--- config.mk ---
export PLATFORM = sky130hd
export DESIGN_NAME = joystick_rotation_step_detector_flat
export DESIGN_NICKNAME = d
export VERILOG_FILES = /design/src/rtl/core/jrsd_pkg.sv /design/src/rtl/core/jrsd_in_if.sv /design/src/rtl/core/jrsd_out_if.sv /design/src/rtl/core/jrsd_cfg_if.sv /design/src/rtl/core/joystick_rotation_step_detector.sv /design/src/rtl/core/jrsd_cfg_regs.sv /design/src/rtl/core/jrsd_sector.sv /design/src/rtl/core/jrsd_tracker.sv /design/src/flat_wrapper.sv
export VERILOG_INCLUDE_DIRS = /design/src /design/src/rtl/core
export SDC_FILE = /design/constraint.sdc
export NUM_CORES = 1
export LEC_CHECK = 0
export ABC_AREA = 1
export CORE_ASPECT_RATIO = 0.75
export CORE_MARGIN = 2
export CORE_UTILIZATION = 65
export CTS_BUF_LIST = sky130_fd_sc_hd__clkbuf_16
export CTS_CLUSTER_DIAMETER = 30
export CTS_CLUSTER_SIZE = 20
export DETAILED_ROUTE_END_ITERATION = 8
export DONT_BUFFER_PORTS = 1
export PLACE_DENSITY = 0.81
export SLEW_MARGIN = 20
export SYNTH_ARGS = -nofsm -noshare
export SYNTH_HDL_FRONTEND = slang
export SYNTH_SLANG_ARGS = --single-unit
--- constraint.sdc ---
create_clock -name clk -period 4.6 [get_ports clk]
set_clock_uncertainty 0.2 [all_clocks]
set_input_delay 0.69 -clock clk [delete_from_list [all_inputs] [get_ports clk]]
set_output_delay 0.69 -clock clk [all_outputs]
set_load 0.01 [all_outputs]
--- src/rtl/core/joystick_rotation_step_detector_assert.svh ---
// Assertion macros for the joystick rotation step detector.
// Each macro expects signals named clk and rst in the calling scope.
`ifndef JOYSTICK_ROTATION_STEP_DETECTOR_ASSERT_SVH
`define JOYSTICK_ROTATION_STEP_DETECTOR_ASSERT_SVH

// Same-cycle implication, checked outside reset.
`define JRSD_ASSERT_NOW(lbl, ante, cons, msg) \
  lbl: assert property (@(posedge clk) disable iff (rst) (ante) |-> (cons)) \
    else $error(msg);

// Next-cycle implication, checked outside reset.
`define JRSD_ASSERT_NEXT(lbl, ante, cons, msg) \
  lbl: assert property (@(posedge clk) disable iff (rst) (ante) |=> (cons)) \
    else $error(msg);

`endif

--- src/rtl/core/jrsd_pkg.sv ---
`timescale 1ns / 1ps
// Shared types, widths and codes for the joystick rotation step detector.
// No dependencies.
package jrsd_pkg;

  localparam int TIME_W     = 32;
  localparam int RADIUS_W   = 12;
  localparam int ANGLE_W    = 16;
  localparam int INTERVAL_W = 20;
  localparam int STEP_W     = 2;
  localparam int CFG_IDX_W  = 2;

  localparam int BINS_DEFAULT = 16;

  localparam logic [RADIUS_W-1:0]   EXTEND_THR_RESET  = 12'd2867;
  localparam logic [RADIUS_W-1:0]   RETRACT_THR_RESET = 12'd1638;
  localparam logic [INTERVAL_W-1:0] INTERVAL_RESET    = 20'd10000;

  // Step codes: one sector up reads -1, one sector down reads +1.
  localparam logic signed [STEP_W-1:0] STEP_NONE = 2'sb00;
  localparam logic signed [STEP_W-1:0] STEP_DOWN = 2'sb01;
  localparam logic signed [STEP_W-1:0] STEP_UP   = 2'sb11;

  typedef enum logic [CFG_IDX_W-1:0] {
    REG_EXTEND_THR      = 2'd0,
    REG_RETRACT_THR     = 2'd1,
    REG_SAMPLE_INTERVAL = 2'd2
  } cfg_reg_e;

  typedef struct packed {
    logic [RADIUS_W-1:0]   extend_threshold;
    logic [RADIUS_W-1:0]   retract_threshold;
    logic [INTERVAL_W-1:0] sample_interval_us;
  } jrsd_cfg_t;

  typedef struct packed {
    logic signed [STEP_W-1:0] rotation_step;
    logic                     is_extended;
  } jrsd_step_t;

endpackage

--- src/rtl/core/jrsd_in_if.sv ---
`timescale 1ns / 1ps
// Input channel: one joystick reading per word.
// Depends on jrsd_pkg.
interface jrsd_in_if import jrsd_pkg::*; ();
  logic                       valid;
  logic                       ready;
  logic [TIME_W-1:0]          now_us;
  logic [RADIUS_W-1:0]        radius;
  logic signed [ANGLE_W-1:0]  angle;

  modport source (output valid, now_us, radius, angle, input ready);
  modport sink   (input valid, now_us, radius, angle, output ready);
endinterface

--- src/rtl/core/jrsd_out_if.sv ---
`timescale 1ns / 1ps
// Result channel: one rotation step word per reading.
// Depends on jrsd_pkg.
interface jrsd_out_if import jrsd_pkg::*; ();
  logic                      valid;
  logic                      ready;
  logic signed [STEP_W-1:0]  rotation_step;
  logic                      is_extended;

  modport source (output valid, rotation_step, is_extended, input ready);
  modport sink   (input valid, rotation_step, is_extended, output ready);
endinterface

--- src/rtl/core/jrsd_cfg_if.sv ---
`timescale 1ns / 1ps
// Configuration write channel: register index and write data.
// Depends on jrsd_pkg.
interface jrsd_cfg_if import jrsd_pkg::*; ();
  logic                  valid;
  logic                  ready;
  logic [CFG_IDX_W-1:0]  index;
  logic [INTERVAL_W-1:0] data;

  modport source (output valid, index, data, input ready);
  modport sink   (input valid, index, data, output ready);
endinterface

--- src/rtl/core/joystick_rotation_step_detector.sv ---
`timescale 1ns / 1ps
// Joystick rotation step detector: turns polar stick readings into encoder steps.
// Depends on jrsd_pkg, the channel interfaces, jrsd_cfg_regs, jrsd_sector,
// jrsd_tracker and the assertion macro header.
//
// Usage:
//   sample : valid/ready input; each word holds now_us, radius and angle.
//   result : valid/ready output; exactly one word per sample word, in order,
//            with rotation_step (-1 sector up, +1 sector down, 0 otherwise)
//            and is_extended.
//   cfg    : valid/ready register writes (0 extend threshold, 1 retract
//            threshold, 2 sample interval); always ready, index 3 ignored.
//            Write only while no sample word is in flight.
//   Throughput: one word per cycle while result is not stalled; the input
//   register and the result register each hold one word, in that order, and
//   the state update (time gate, hysteresis, sector compare) is a single
//   combinational pass between them.
//   A stalled receiver holds the result word; one more sample is taken into
//   the input register, then sample.ready drops until result drains.
//   Reset: synchronous; restores register defaults, clears the extended
//   flag, last sector and last sample time, and empties both registers.
module joystick_rotation_step_detector import jrsd_pkg::*; #(
  parameter int BINS = BINS_DEFAULT
) (
  input  logic      clk,
  input  logic      rst,
  jrsd_in_if.sink   sample,
  jrsd_out_if.source result,
  jrsd_cfg_if.sink  cfg
);

  localparam int SEC_W = $clog2(BINS);

  jrsd_cfg_t                 regs;
  jrsd_step_t                step_word;
  logic [SEC_W-1:0]          sector;

  logic                      in_valid;
  logic [TIME_W-1:0]         in_now;
  logic [RADIUS_W-1:0]       in_radius;
  logic signed [ANGLE_W-1:0] in_angle;

  logic                      fire;
  logic                      take;

  logic                      step_flag_ok;
  logic                      step_code_ok;

  jrsd_cfg_regs u_cfg_regs (
    .clk  (clk),
    .rst  (rst),
    .cfg  (cfg),
    .regs (regs)
  );

  jrsd_sector #(.BINS(BINS)) u_sector (
    .angle  (in_angle),
    .sector (sector)
  );

  jrsd_tracker #(.BINS(BINS)) u_tracker (
    .clk    (clk),
    .rst    (rst),
    .regs   (regs),
    .fire   (fire),
    .now_us (in_now),
    .radius (in_radius),
    .sector (sector),
    .result (step_word)
  );

  // Advance the held word whenever the result register is free or draining.
  assign fire         = in_valid && (!result.valid || result.ready);
  assign sample.ready = !in_valid || fire;
  assign take         = sample.valid && sample.ready;

  always_ff @(posedge clk) begin
    if (rst) begin
      in_valid <= 1'b0;
    end else if (take) begin
      in_valid <= 1'b1;
    end else if (fire) begin
      in_valid <= 1'b0;
    end
  end

  always_ff @(posedge clk) begin
    if (take) begin
      in_now    <= sample.now_us;
      in_radius <= sample.radius;
      in_angle  <= sample.angle;
    end
  end

  always_ff @(posedge clk) begin
    if (rst) begin
      result.valid <= 1'b0;
    end else if (fire) begin
      result.valid <= 1'b1;
    end else if (result.ready) begin
      result.valid <= 1'b0;
    end
  end

  always_ff @(posedge clk) begin
    if (fire) begin
      result.rotation_step <= step_word.rotation_step;
      result.is_extended   <= step_word.is_extended;
    end
  end

  assign step_flag_ok = (result.rotation_step == STEP_NONE) || result.is_extended;
  assign step_code_ok = (result.rotation_step == STEP_NONE) ||
                        (result.rotation_step == STEP_UP) ||
                        (result.rotation_step == STEP_DOWN);

  `include "joystick_rotation_step_detector_assert.svh"

  `JRSD_ASSERT_NEXT(a_held_word_kept, in_valid && !fire, in_valid, "held sample word lost")
  `JRSD_ASSERT_NEXT(a_fire_loads_result, fire, result.valid, "advanced word did not reach result")
  `JRSD_ASSERT_NOW(a_empty_takes_input, !in_valid, sample.ready, "empty input register not ready")
  `JRSD_ASSERT_NOW(a_step_needs_extend, result.valid, step_flag_ok, "step while retracted")
  `JRSD_ASSERT_NOW(a_step_code_legal, result.valid, step_code_ok, "illegal step code")

endmodule

--- src/rtl/core/jrsd_cfg_regs.sv ---
`timescale 1ns / 1ps
// Configuration register file: thresholds and sample interval.
// Depends on jrsd_pkg and jrsd_cfg_if.
module jrsd_cfg_regs import jrsd_pkg::*; (
  input  logic       clk,
  input  logic       rst,
  jrsd_cfg_if.sink   cfg,
  output jrsd_cfg_t  regs
);

  assign cfg.ready = 1'b1;

  always_ff @(posedge clk) begin
    if (rst) begin
      regs.extend_threshold   <= EXTEND_THR_RESET;
      regs.retract_threshold  <= RETRACT_THR_RESET;
      regs.sample_interval_us <= INTERVAL_RESET;
    end else if (cfg.valid && cfg.ready) begin
      unique case (cfg.index)
        REG_EXTEND_THR:      regs.extend_threshold   <= cfg.data[RADIUS_W-1:0];
        REG_RETRACT_THR:     regs.retract_threshold  <= cfg.data[RADIUS_W-1:0];
        REG_SAMPLE_INTERVAL: regs.sample_interval_us <= cfg.data;
        default: ;
      endcase
    end
  end

endmodule

--- src/rtl/core/jrsd_sector.sv ---
`timescale 1ns / 1ps
// Angle quantizer: maps one full turn onto BINS equal sectors.
// Depends on jrsd_pkg.
module jrsd_sector import jrsd_pkg::*; #(
  parameter int BINS = BINS_DEFAULT,
  localparam int SEC_W = $clog2(BINS),
  localparam int PROD_W = ANGLE_W + SEC_W + 1
) (
  input  logic signed [ANGLE_W-1:0] angle,
  output logic [SEC_W-1:0]          sector
);

  logic [PROD_W-1:0] product;

  // Raw angle bits already read as 0..2pi; sector = floor(u * BINS / 2^16).
  assign product = PROD_W'($unsigned(angle)) * PROD_W'(BINS);
  assign sector  = product[ANGLE_W +: SEC_W];

endmodule

--- src/rtl/core/jrsd_tracker.sv ---
`timescale 1ns / 1ps
// Sample gate, extend hysteresis and sector tracking state.
// Depends on jrsd_pkg.
module jrsd_tracker import jrsd_pkg::*; #(
  parameter int BINS = BINS_DEFAULT,
  localparam int SEC_W = $clog2(BINS)
) (
  input  logic                clk,
  input  logic                rst,
  input  jrsd_cfg_t           regs,
  input  logic                fire,
  input  logic [TIME_W-1:0]   now_us,
  input  logic [RADIUS_W-1:0] radius,
  input  logic [SEC_W-1:0]    sector,
  output jrsd_step_t          result
);

  localparam logic [SEC_W-1:0] SEC_LAST = SEC_W'(BINS - 1);

  logic                extended;
  logic [SEC_W-1:0]    prev_sector;
  logic                prev_valid;
  logic [TIME_W-1:0]   last_time;

  logic                extended_next;
  logic [SEC_W-1:0]    prev_sector_next;
  logic                prev_valid_next;
  logic [TIME_W-1:0]   last_time_next;

  logic [TIME_W-1:0]   elapsed;
  logic                use_sample;
  logic                above;
  logic                below;
  logic                held_valid;
  logic [SEC_W-1:0]    sec_up;
  logic [SEC_W-1:0]    sec_down;
  logic signed [STEP_W-1:0] step;

  always_comb begin
    elapsed    = now_us - last_time;
    use_sample = elapsed > TIME_W'(regs.sample_interval_us);
    above      = radius > regs.extend_threshold;
    below      = radius < regs.retract_threshold;
    sec_up     = (prev_sector == SEC_LAST) ? '0 : prev_sector + 1'b1;
    sec_down   = (prev_sector == '0) ? SEC_LAST : prev_sector - 1'b1;

    extended_next    = extended;
    prev_sector_next = prev_sector;
    prev_valid_next  = prev_valid;
    last_time_next   = last_time;
    step             = STEP_NONE;

    if (use_sample) begin
      last_time_next = now_us;
      held_valid     = prev_valid;
      if (above) begin
        extended_next = 1'b1;
      end else if (below) begin
        extended_next = 1'b0;
        held_valid    = 1'b0;
      end
      prev_valid_next = held_valid;
      if (extended_next) begin
        if (held_valid && sector == sec_up) begin
          step = STEP_UP;
        end else if (held_valid && sector == sec_down) begin
          step = STEP_DOWN;
        end
        prev_sector_next = sector;
        prev_valid_next  = 1'b1;
      end
    end else begin
      held_valid = prev_valid;
    end

    result.rotation_step = step;
    result.is_extended   = extended_next;
  end

  always_ff @(posedge clk) begin
    if (rst) begin
      extended    <= 1'b0;
      prev_sector <= '0;
      prev_valid  <= 1'b0;
      last_time   <= '0;
    end else if (fire) begin
      extended    <= extended_next;
      prev_sector <= prev_sector_next;
      prev_valid  <= prev_valid_next;
      last_time   <= last_time_next;
    end
  end

endmodule
--- src/flat_wrapper.sv ---
// flat-port wrapper written by rule: the top's interface ports become plain ports
module joystick_rotation_step_detector_flat import jrsd_pkg::*;
#(
  parameter int BINS = BINS_DEFAULT
)
  (clk, rst, sample_valid, sample_now_us, sample_radius, sample_angle, sample_ready, result_valid, result_rotation_step, result_is_extended, result_ready, cfg_valid, cfg_index, cfg_data, cfg_ready);
  jrsd_in_if sample_i ();
  jrsd_out_if result_i ();
  jrsd_cfg_if cfg_i ();
  input  logic clk;
  input  logic rst;
  input wire logic [$bits(sample_i.valid)-1:0] sample_valid;
  input wire logic [$bits(sample_i.now_us)-1:0] sample_now_us;
  input wire logic [$bits(sample_i.radius)-1:0] sample_radius;
  input wire logic [$bits(sample_i.angle)-1:0] sample_angle;
  output wire logic [$bits(sample_i.ready)-1:0] sample_ready;
  output wire logic [$bits(result_i.valid)-1:0] result_valid;
  output wire logic [$bits(result_i.rotation_step)-1:0] result_rotation_step;
  output wire logic [$bits(result_i.is_extended)-1:0] result_is_extended;
  input wire logic [$bits(result_i.ready)-1:0] result_ready;
  input wire logic [$bits(cfg_i.valid)-1:0] cfg_valid;
  input wire logic [$bits(cfg_i.index)-1:0] cfg_index;
  input wire logic [$bits(cfg_i.data)-1:0] cfg_data;
  output wire logic [$bits(cfg_i.ready)-1:0] cfg_ready;
  assign sample_i.valid = sample_valid;
  assign sample_i.now_us = sample_now_us;
  assign sample_i.radius = sample_radius;
  assign sample_i.angle = sample_angle;
  assign sample_ready = sample_i.ready;
  assign result_valid = result_i.valid;
  assign result_rotation_step = result_i.rotation_step;
  assign result_is_extended = result_i.is_extended;
  assign result_i.ready = result_ready;
  assign cfg_i.valid = cfg_valid;
  assign cfg_i.index = cfg_index;
  assign cfg_i.data = cfg_data;
  assign cfg_ready = cfg_i.ready;
  joystick_rotation_step_detector #(.BINS(BINS)) u_core (.clk(clk), .rst(rst), .sample(sample_i), .result(result_i), .cfg(cfg_i));
endmodule
==> flow_summary.json, run 1 <==
{
  "dr_total_vias": 7061,
  "synth_seq_cells": 135,
  "setup_total_negative_slack_ps": 0,
  "synth_cell_types": 42,
  "synth_seq_area_share_pct": 37.7,
  "mappedNetlistArea_mm2": 0.00853,
  "clock_tree_root_driver_cell": "clkbuf_16",
  "synth_fp_nets": 1301,
  "setup_violations": 0,
  "detail_route.first_pass.iterations": 5,
  "setup.worst_path.class": "reg2reg",
  "whs_ps": 124,
  "placement.io_buffers": 0,
  "cts.htree.levels": 4,
  "num_rows": 36,
  "layout_commonest_cell": "nand2_1",
  "drt_drc_violations_left": 0,
  "worstPathMaxFanout": 35,
  "cap_violations": 0,
  "cts_setup_buffers": 0,
  "grt_antenna_before_repair": 1,
  "status": "finished clean",
  "power_density_mw_per_mm2": 371,
  "clock_slew_seen_by_the_registers_of_the_worst_setup_and_hold_paths_ps": 60,
  "timing_max_transition_violations_final": 0,
  "postCtsHoldBufs": 0,
  "die-width_um": 136,
  "drive_gt1_share_pct": 10.6,
  "place.gp.congestion": 0.961,
  "drt-total-wl_mm": 19.0,
  "global_route_wire_length_before_repair_mm": 31.2,
  "setup.reg_to_reg.worst_slack_ps": 450,
  "viasPerCell": 5.35,
  "worstRegToRegCells": 21,
  "max_clock_freq_mhz": 241,
  "start_util_pct": 66.2,
  "fin_nets": 1300,
  "num-fill-cells": 1074,
  "grt_setup_unrepaired": "false",
  "vdd_ir_drop_max_mv": 0.306,
  "cts_buffers": 17,
  "asyncSetResetFlopFracSynth_pct": 0,
  "cts_repair_resized_insts": 0,
  "worst-endpoint-arrival_ps": 4260,
  "gr-usage-met3_pct": 7.16,
  "grt_start_max_net_pins": 49,
  "synth_enable_flop_cells": 51,
  "hold_violations": 0,
  "clock_tree.buffer_depth": 2,
  "r2r-end": "u_core.u_tracker.last_time[19]",
  "global_route.usage.met1_pct": 39.3,
  "areaGrowthSynthToFinish_pct": 7.34,
  "crit_end": "u_core.u_tracker.last_time[19]",
  "clk_latency_ps": 430,
  "floorplan.die_area_mm2": 0.0141,
  "floorplan_core_area_mm2": 0.0129,
  "ant_nets": 0,
  "grt.busiest_layer": "met2",
  "r2r_start": "u_core.in_now[0]",
  "synth_flop_cell": "dfxtp_1",
  "tritoncts_clock_tree": "done",
  "cp.required_ps": 4710,
  "die_h_um": 103,
  "worst-slew-pin-transition_ps": 965,
  "warning_count_from_the_yosys_run": 0,
  "gr-total-overflow": 0,
  "min_path_type": "in2reg",
  "type_of_element_capturing_the_critical_path": "register",
  "drt-wirelength-per-cell_um": 14.4,
  "clock-sinks": 135,
  "globalRouteMet2Util_pct": 45.5,
  "fin_crit_sh_pct": 90.2,
  "layout_common_cells": "nand2_1 (264), inv_1 (198), nor2_1 (85)",
  "post_synth.cell_area_avg_um2": 7.50,
  "ioPinCount": 93,
  "via_count_of_the_first_global_routing_pass": 6590,
  "dp_hpwl_mm": 14.0,
  "leakage_dissipation_nw": 4.36,
  "global_route.usage.total_pct": 28.7,
  "post-route-min-period_ps": 4150,
  "setup.worst_path.start": "u_core.in_now[0]",
  "setup.worst_path.start_class": "register",
  "max_slew_margin_pct": 35.5,
  "post_synth_inst_count": 1136,
  "detail_route.iter0.violations": 481
}
flip-flops by register name, summed over array words and instances, names as in the netlist:
register and cells:
u_core.u_tracker.last_time 32, u_core.in_radius 12, u_core.in_valid 1, u_core.u_tracker.prev_valid 1, u_core.result.valid 1, u_core.in_now 32
u_core.in_angle 4, u_core.result.is_extended 1, u_core.u_cfg_regs.regs 44, u_core.u_tracker.prev_sector 4, u_core.result.rotation_step 2, u_core.u_tracker.extended 1
per-stage QoR:
step / worst slack [ps] / total power [W] / instance area, um^2 / instances / utilization, %
4_1_cts: 537 / 0.00339 / 9150 / 1319 / 71.0
2_1_floorplan: 1270 / 0.00200 / 8530 / 1136 / -
5_1_grt: 114 / 0.00357 / 9150 / 1320 / 71.0
3_3_place_gp: 683 / 0.00213 / 8620 / 1287 / 66.9
3_5_place_dp: 569 / 0.00216 / 8620 / 1287 / 66.9
6_report: 452 / 0.00340 / 9150 / 1320 / 71.0
per-layer routing:
metal / wire length (um) / vias to the layer above
met2: 8120 / 217
met5: 0 / -
met4: 295 / 0
met1: 9190 / 3201
met3: 1380 / 25
li1: - / 3618
cell families (layout without fill, tap and decap cells):
kind of cell	count (synthesis)	in the layout	share of synthesized area, %
other	1	2	0.0440
xor gates and xnor gates	25	25	2.57
and+or+nand+nor	485	485	25.7
buffers and inverters	238	250	11.2
AOI/OAI and AO/OA	174	174	11.2
adders and majority gates	78	78	11.5
DFF	135	135	37.7
area by class of cell:
type | count | area [um^2] | area share, %
Sequential cell | 135 | 3210 | 35.1
Clock buffer | 18 | 450 | 4.92
Clock inverter | 14 | 81.3 | 0.889
Antenna cell | 1 | 2.50 | 0.0273
Timing Repair Buffer | 3 | 22.5 | 0.246
Tap cell | 171 | 214 | 2.34
Multi-Input combinational cell | 763 | 4350 | 47.6
Inverter | 215 | 813 | 8.89
how the worst min path moves through the flow:
stage	from	endpoint	slack [ps]	depth (start not counted)
2_1_floorplan	u_core.u_cfg_regs.regs[32]	u_core.u_cfg_regs.regs[32]	230	2
3_3_place_gp	u_core.u_tracker.prev_valid	u_core.u_tracker.prev_valid	240	2
3_5_place_dp	u_core.u_cfg_regs.regs[32]	u_core.u_cfg_regs.regs[32]	250	2
4_1_cts	rst	u_core.result.valid	110	1
5_1_grt	rst	u_core.u_cfg_regs.regs[0]	110	1
6_report	rst	u_core.u_cfg_regs.regs[0]	120	1
synth_stat cells, drive strengths merged (2+ instances only):
| library cell | n | area share [%] |
|---|---|---|
| a211oi | 3 | 0.26 |
| nor2 | 131 | 7.6 |
| nand2 | 285 | 13 |
| nand3 | 40 | 2.6 |
| ha | 77 | 11 |
| xor2 | 19 | 2.0 |
| nor3b | 2 | 0.18 |
| nand4 | 10 | 0.73 |
| inv | 214 | 9.5 |
| o211ai | 20 | 1.8 |
| nor3 | 12 | 0.76 |
| dfxtp | 84 | 20 |
| and2 | 3 | 0.22 |
| clkbuf | 16 | 0.70 |
| o21ai | 65 | 3.8 |
| buf | 7 | 1.0 |
| a31oi | 4 | 0.29 |
| o21bai | 4 | 0.35 |
| xnor2 | 6 | 0.62 |
| edfxtp | 51 | 18 |
| a21oi | 75 | 4.5 |
where the power goes:
group	internal [W]	switching (W)
sequential	0.00132	0.0000418
combinational	0.000284	0.000516
clock	0.000711	0.000525
critical path, stage by stage (launching register included):
cell	delay, ps
edfxtp_1	380
inv_1	70
ha_1	130
inv_1	80
fa_1	460
nand3_1	100
nand3_1	140
nand2_1	90
nand2_1	150
xor2_1	200
ha_1	290
nand4_1	100
nor3_1	240
nand3_1	180
a21oi_1	210
nand2_2	110
nor2_8	140
nand2_8	90
nand2_8	230
inv_6	190
nor2_2	130
nor2_1	60
(Power assumes the default switching activity.)
==> run 2, diff against run 1 <==
PLACE_DENSITY = 0.84   (was 0.81)
==> run 2 against run 1 <==
  * Utilization up 0.22 points
  * Final cell count about the same
  * Die area unchanged
  * Combinational power hardly changed
  * Sequential power about the same
  * Wire length grew 0.35%
  * Critical path depth did not move
  * Count of clock-buffer cells in the layout unchanged
  * Critical endpoint unchanged
  * Maximum frequency rose by 1.3%
==> flow_summary.json, run 2 (synthesis gave the netlist of run 1 again) <==
{
  "worstPathMaxFanout": 35,
  "dp_hpwl_mm": 14.1,
  "max_clock_freq_mhz": 244,
  "cts_buffers": 17,
  "areaGrowthSynthToFinish_pct": 7.68,
  "cts_setup_buffers": 0,
  "r2r_start": "u_core.in_now[0]",
  "placement.io_buffers": 0,
  "status": "finished clean",
  "regMostFlops": "u_core.u_cfg_regs.regs",
  "clock_tree.buffer_depth": 2,
  "hold_violations": 0,
  "cp.required_ps": 4720,
  "detail_route.first_pass.iterations": 5,
  "grt_setup_unrepaired": "false",
  "cts_repair_resized_insts": 0,
  "place.gp.congestion": 0.988,
  "global_route.usage.total_pct": 28.5,
  "detail_route.iter0.violations": 576,
  "setup.reg_to_reg.worst_slack_ps": 510,
  "vdd_ir_drop_max_mv": 0.312,
  "setup_violations": 0,
  "ant_nets": 0,
  "timing_max_transition_violations_final": 0,
  "worstPathCellList": "inv_1 -> ha_1 -> inv_1 -> fa_1 -> nand3_1 -> nand3_1 -> nand2_1 -> nand2_1 -> xor2_1 -> ha_1 -> nand4_1 -> nor3_1 -> nand3_1 -> a21oi_1 -> nand2_2 -> nor2_8 -> nand2_8 -> nand2_8 -> inv_6 -> nor2_2 -> nor2_1",
  "global_route_wire_length_before_repair_mm": 30.9,
  "clock-sinks": 135,
  "floorplan_core_area_mm2": 0.0129,
  "critical_path.most_common_cell": "nand3_1",
  "start_util_pct": 66.2,
  "die-width_um": 136,
  "r2r-end": "u_core.u_tracker.last_time[19]",
  "number_of_inserted_diodes": 0,
  "cap_violations": 0,
  "multi_input_area_mm2": 0.00436,
  "min_path_cells": 1,
  "max_slew_margin_pct": 43.3,
  "clk_latency_ps": 440,
  "worstRegToRegCells": 21,
  "fin_nets": 1300,
  "hp-start": "rst",
  "min_to": "u_core.u_cfg_regs.regs[0]",
  "setup_total_negative_slack_ps": 0,
  "fin_crit_sh_pct": 89.0,
  "grt_antenna_before_repair": 0,
  "grt_start_max_net_pins": 49,
  "floorplan.die_area_mm2": 0.0141,
  "drt-total-wl_mm": 19.1,
  "drt-wirelength-per-cell_um": 14.4,
  "num_rows": 36,
  "via_count_of_the_first_global_routing_pass": 6563,
  "ioPinCount": 93,
  "min_path_type": "in2reg",
  "layout_commonest_cell": "nand2_1",
  "worst_path_dominant_cell_family": "simple AND/OR/NAND/NOR gates",
  "path_buf_inv": 3,
  "num-fill-cells": 1056,
  "dr_total_vias": 7138,
  "place_worst_setup_slack_ps": 581,
  "drt_drc_violations_left": 0,
  "leakage_dissipation_nw": 4.38,
  "drive_gt1_share_pct": 11.0,
  "largest_registers": "u_core.u_cfg_regs.regs x44, u_core.in_now x32, u_core.u_tracker.last_time x32",
  "setup.worst_path.start_class": "register",
  "ff_latch_area_mm2": 0.00321,
  "type_of_element_capturing_the_critical_path": "register",
  "power_density_mw_per_mm2": 375,
  "largest_register_ff_count": 44,
  "postCtsHoldBufs": 0,
  "cts.htree.levels": 4,
  "worst-endpoint-arrival_ps": 4210,
  "cp_slowest_cell": "fa_1",
  "layout_common_cells": "nand2_1 (264), inv_1 (198), nor2_1 (85)",
  "gr-total-overflow": 0,
  "post-route-min-period_ps": 4090,
  "viasPerCell": 5.41,
  "clock_slew_seen_by_the_registers_of_the_worst_setup_and_hold_paths_ps": 60,
  "setup.worst_path.class": "reg2reg",
  "worst-slew-pin-transition_ps": 849,
  "die_h_um": 103,
  "tritoncts_clock_tree": "done",
  "crit_path_max_incr_delay_ps": 460,
  "clock_tree_root_driver_cell": "clkbuf_16",
  "timing.final.ws_setup_ps": 506
}
==> run 2: how the worst max path moves through the flow <==
stage / from / end / slack [ps] / depth (start not counted)
2_1_floorplan: u_core.in_now[0] / u_core.u_tracker.last_time[23] / 1270 / 22
3_3_place_gp: u_core.in_now[0] / u_core.u_tracker.last_time[31] / 690 / 23
3_5_place_dp: u_core.in_now[0] / u_core.u_tracker.last_time[19] / 580 / 24
4_1_cts: u_core.in_now[0] / u_core.u_tracker.last_time[19] / 560 / 21
5_1_grt: u_core.in_now[0] / u_core.u_tracker.last_time[20] / 220 / 24
6_report: u_core.in_now[0] / u_core.u_tracker.last_time[19] / 510 / 21
==> run 2: routing by layer <==
metal  share of wire [%]  GRT usage, %  up-vias
li1                    -             -     3612
met1                  47          38.9     3241
met3                 7.1          6.04       35
met5                   0             0        -
met4                 2.0          10.2        0
met2                  44          45.3      250
==> run 2: final cells by class <==
type                    count  share of cell area, %
well taps                 171                   2.33
repair buffers              3                  0.245
clock inverters            14                   1.17
flip-flops and latches    135                   35.0
clock buffers              18                   4.91
inverters                 215                   8.86
multi-input cells         763                   47.5
==> run 2: through the flow <==
stage | instance area [um^2] | power (W) | instances | hold slack (ps) | utilization, %
after floorplan | 8530 | 0.00200 | 1136 | 233 | -
after global placement | 8620 | 0.00213 | 1287 | 246 | 66.9
after detailed placement | 8620 | 0.00216 | 1287 | 250 | 66.9
after CTS | 9170 | 0.00344 | 1319 | 112 | 71.2
after global routing | 9180 | 0.00361 | 1319 | 113 | 71.3
final | 9180 | 0.00344 | 1319 | 121 | 71.3
==> run 2: power breakdown <==
part | leakage, nW | internal, W | switching [W]
Combinational | 2.90 | 0.000283 | 0.000515
Sequential | 1.19 | 0.00132 | 0.0000429
Clock | 0.289 | 0.000766 | 0.000517
Total | 4.38 | 0.00237 | 0.00107
==> run 3, diff against run 2 <==
CORE_UTILIZATION = 58   (was 65)
PLACE_DENSITY = 0.79   (was 0.84)
clock period = 3.61 ns   (was 4.6 ns; I/O delays follow)
==> run 3 against run 2 <==
  * The flow now finishes with violations (setup timing)
  * Combinational power is 66% higher
  * Via count increased by 6.7%
  * Design area grew 17%
  * Sequential power grew 28%
  * Utilization rose by 3.6 points
  * Clock power up 34%
  * Final cell count up 11%
  * Total power grew 39%
  * Maximum frequency increased by 9.5%
  * Worst setup slack lost 630 ps
  * Die area increased by 12%
  * Hold slack worse by 92 ps
  * Critical path type unchanged
  * Critical endpoint is now u_core.u_tracker.last_time[22]
==> flow_summary.json, run 3 (synthesis gave the netlist of run 1 again) <==
{
  "status": "finished, violations left",
  "failed_checks": "setup timing",
  "viasPerCell": 5.22,
  "worst-endpoint-arrival_ps": 3860,
  "floorplan.die_area_mm2": 0.0157,
  "cap_violations": 0,
  "tritoncts_clock_tree": "done",
  "crit_path_max_incr_delay_ps": 450,
  "p_comb_share_pct": 27.6,
  "setup.worst_path.start_class": "register",
  "dp_hpwl_mm": 14.7,
  "leakage_dissipation_nw": 4.99,
  "clock_tree.buffer_depth": 2,
  "clock_slew_seen_by_the_registers_of_the_worst_setup_and_hold_paths_ps": 70,
  "worst-slew-pin-transition_ps": 964,
  "die-width_um": 144,
  "clock_tree_root_driver_cell": "clkbuf_16",
  "fin_crit_sh_pct": 104,
  "switching_share_pct": 32.0,
  "placement.io_buffers": 0,
  "global_route.usage.total_pct": 29.0,
  "largest_register_ff_count": 44,
  "cts_buffers": 17,
  "seq_power_share_pct": 36.4,
  "number_of_inserted_diodes": 0,
  "global_route_wire_length_before_repair_mm": 34.9,
  "ioPinCount": 93,
  "worstPathCellList": "ha_4 -> buf_4 -> nand2_1 -> nor2_2 -> nand3_2 -> nand3_4 -> buf_4 -> xor2_1 -> ha_1 -> nand2_1 -> o21ai_0 -> a21oi_1 -> nand2_1 -> nand2_1 -> nand2_1 -> a21oi_2 -> nand2_2 -> nor2_8 -> nand2_8 -> nand2_8 -> buf_12 -> inv_16 -> nor2_1 -> nor2_1",
  "post-route-min-period_ps": 3740,
  "hold_violations": 0,
  "ant_nets": 0,
  "cp_slowest_cell": "edfxtp_1",
  "worstRegToRegCells": 24,
  "dr_total_vias": 7615,
  "max_slew_margin_pct": 35.5,
  "vdd_ir_drop_max_mv": 0.426,
  "num-fill-cells": 1032,
  "grt_start_max_net_pins": 43,
  "max_clock_freq_mhz": 268,
  "detail_route.first_pass.iterations": 7,
  "setup.worst_path.start": "u_core.in_now[2]",
  "hp-start": "cfg_data[0]",
  "cp.required_ps": 3730,
  "clk_latency_ps": 430,
  "place_worst_setup_slack_ps": -170,
  "clock-sinks": 135,
  "min_path_type": "in2reg",
  "gr-total-overflow": 0,
  "min_path_cells": 2,
  "fin_nets": 1412,
  "layout_commonest_cell": "nand2_1",
  "setup_violations": 41,
  "type_of_element_capturing_the_critical_path": "register",
  "largest_registers": "u_core.u_cfg_regs.regs x44, u_core.in_now x32, u_core.u_tracker.last_time x32",
  "internal-power_w": 0.00325,
  "place.gp.congestion": 0.967,
  "worstPathMaxFanout": 32,
  "drt-wirelength-per-cell_um": 15.1,
  "via_count_of_the_first_global_routing_pass": 7292,
  "cts.htree.levels": 4,
  "pwr-share-clk_pct": 36.0,
  "critical_path.most_common_cell": "nand2_1",
  "regMostFlops": "u_core.u_cfg_regs.regs",
  "start_util_pct": 59.2,
  "layout_common_cells": "nand2_1 (244), inv_1 (194), dfxtp_1 (83)",
  "drt-total-wl_mm": 22.1,
  "floorplan_core_area_mm2": 0.0144,
  "drive_gt1_share_pct": 21.4,
  "drt_drc_violations_left": 0,
  "timing.final.ws_setup_ps": -128,
  "grt_setup_unrepaired": "true",
  "die_h_um": 109,
  "final_cell_count_no_fill": 1460,
  "num_rows": 38,
  "power_density_mw_per_mm2": 443,
  "timing_max_transition_violations_final": 0,
  "areaGrowthSynthToFinish_pct": 26.4,
  "power_switching_w": 0.00153,
  "detail_route.iter0.violations": 614,
  "dp.cells": 1360,
  "r2r_start": "u_core.in_now[2]",
  "setup.worst_path.class": "reg2reg",
  "grt_antenna_before_repair": 0
}
## run 3: cell count changes in the layout (fill, tap and decap cells not counted), moves of 9 or more
cell / delta
buf_4: +50
dlygate4sd3_1: +49
nand2_1: -20
ha_1: -17
nand2_2: +16
ha_4: +15
buf_6: +9
## run 3: final timing paths
kind	slack (ps)	endpoint
setup / recovery	-130	u_core.u_tracker.last_time[22]
hold / removal	30	u_core.u_cfg_regs.regs[32]
setup reg to reg	-130	u_core.u_tracker.last_time[22]
hold reg to reg	270	u_core.u_cfg_regs.regs[14]
## run 3: routing by layer
layer / track usage, % / up-vias / part of all wire (%)
met2: 47.2 / 231 / 46
met4: 7.63 / 0 / 1.1
li1: - / 3835 / -
met5: 0 / - / 0
met1: 39.1 / 3527 / 46
met3: 6.59 / 22 / 7.0
## run 3: power groups by stage
stage                     Combinational (W)  Sequential (W)  Clock, W
after detailed placement            0.00107         0.00176         0
after floorplan                    0.000794         0.00175         0
after CTS                           0.00121         0.00173   0.00173
final                               0.00132         0.00174   0.00172
after global placement              0.00104         0.00176         0
after global routing                0.00147         0.00175   0.00180
## run 3: area by class of cell
cell class	count	area (um^2)	share of cell area, %
Sequential cell	135	3210	29.8
Inverter	215	826	7.66
Timing Repair Buffer	115	1080	9.99
Clock inverter	15	151	1.40
Clock buffer	17	425	3.95
Tap cell	200	250	2.32
Multi-Input combinational cell	763	4830	44.9
## run 3: stage by stage
stage | util (%) | power [W] | TNS [ps] | hold WS, ps | instance area, um^2
4_1_cts | 73.0 | 0.00468 | -406 | 21.7 | 10500
2_1_floorplan | - | 0.00254 | 0 | 233 | 8530
5_1_grt | 74.8 | 0.00501 | -12250 | 24.1 | 10800
3_5_place_dp | 62.5 | 0.00283 | -4160 | 251 | 9010
6_report | 74.8 | 0.00478 | -3920 | 28.3 | 10800
3_3_place_gp | 62.5 | 0.00280 | -2630 | 243 | 9010
## run 3: worst max-delay path, delay by kind of cell (launching register included)
kind	cells	cell delay, ps
AOI/OAI and AO/OA	3	390
DFF	1	450
and+or+nand+nor	14	1290
xor gates and xnor gates	1	180
adders and majority gates	2	610
buffers and inverters	4	470
## run 3: timing repair
| action | 4_1_cts | 5_1_grt |
|---|---|---|
| resized for setup | 43 | 73 |
| pin swaps | 19 | 31 |
| gates cloned | 2 | 0 |
| endpoints found under the hold margin | 53 | 0 |
| buffers inserted | 15 | 5 |
| hold buffers | 49 | 0 |
| endpoints found under the setup margin | 41 | 41 |
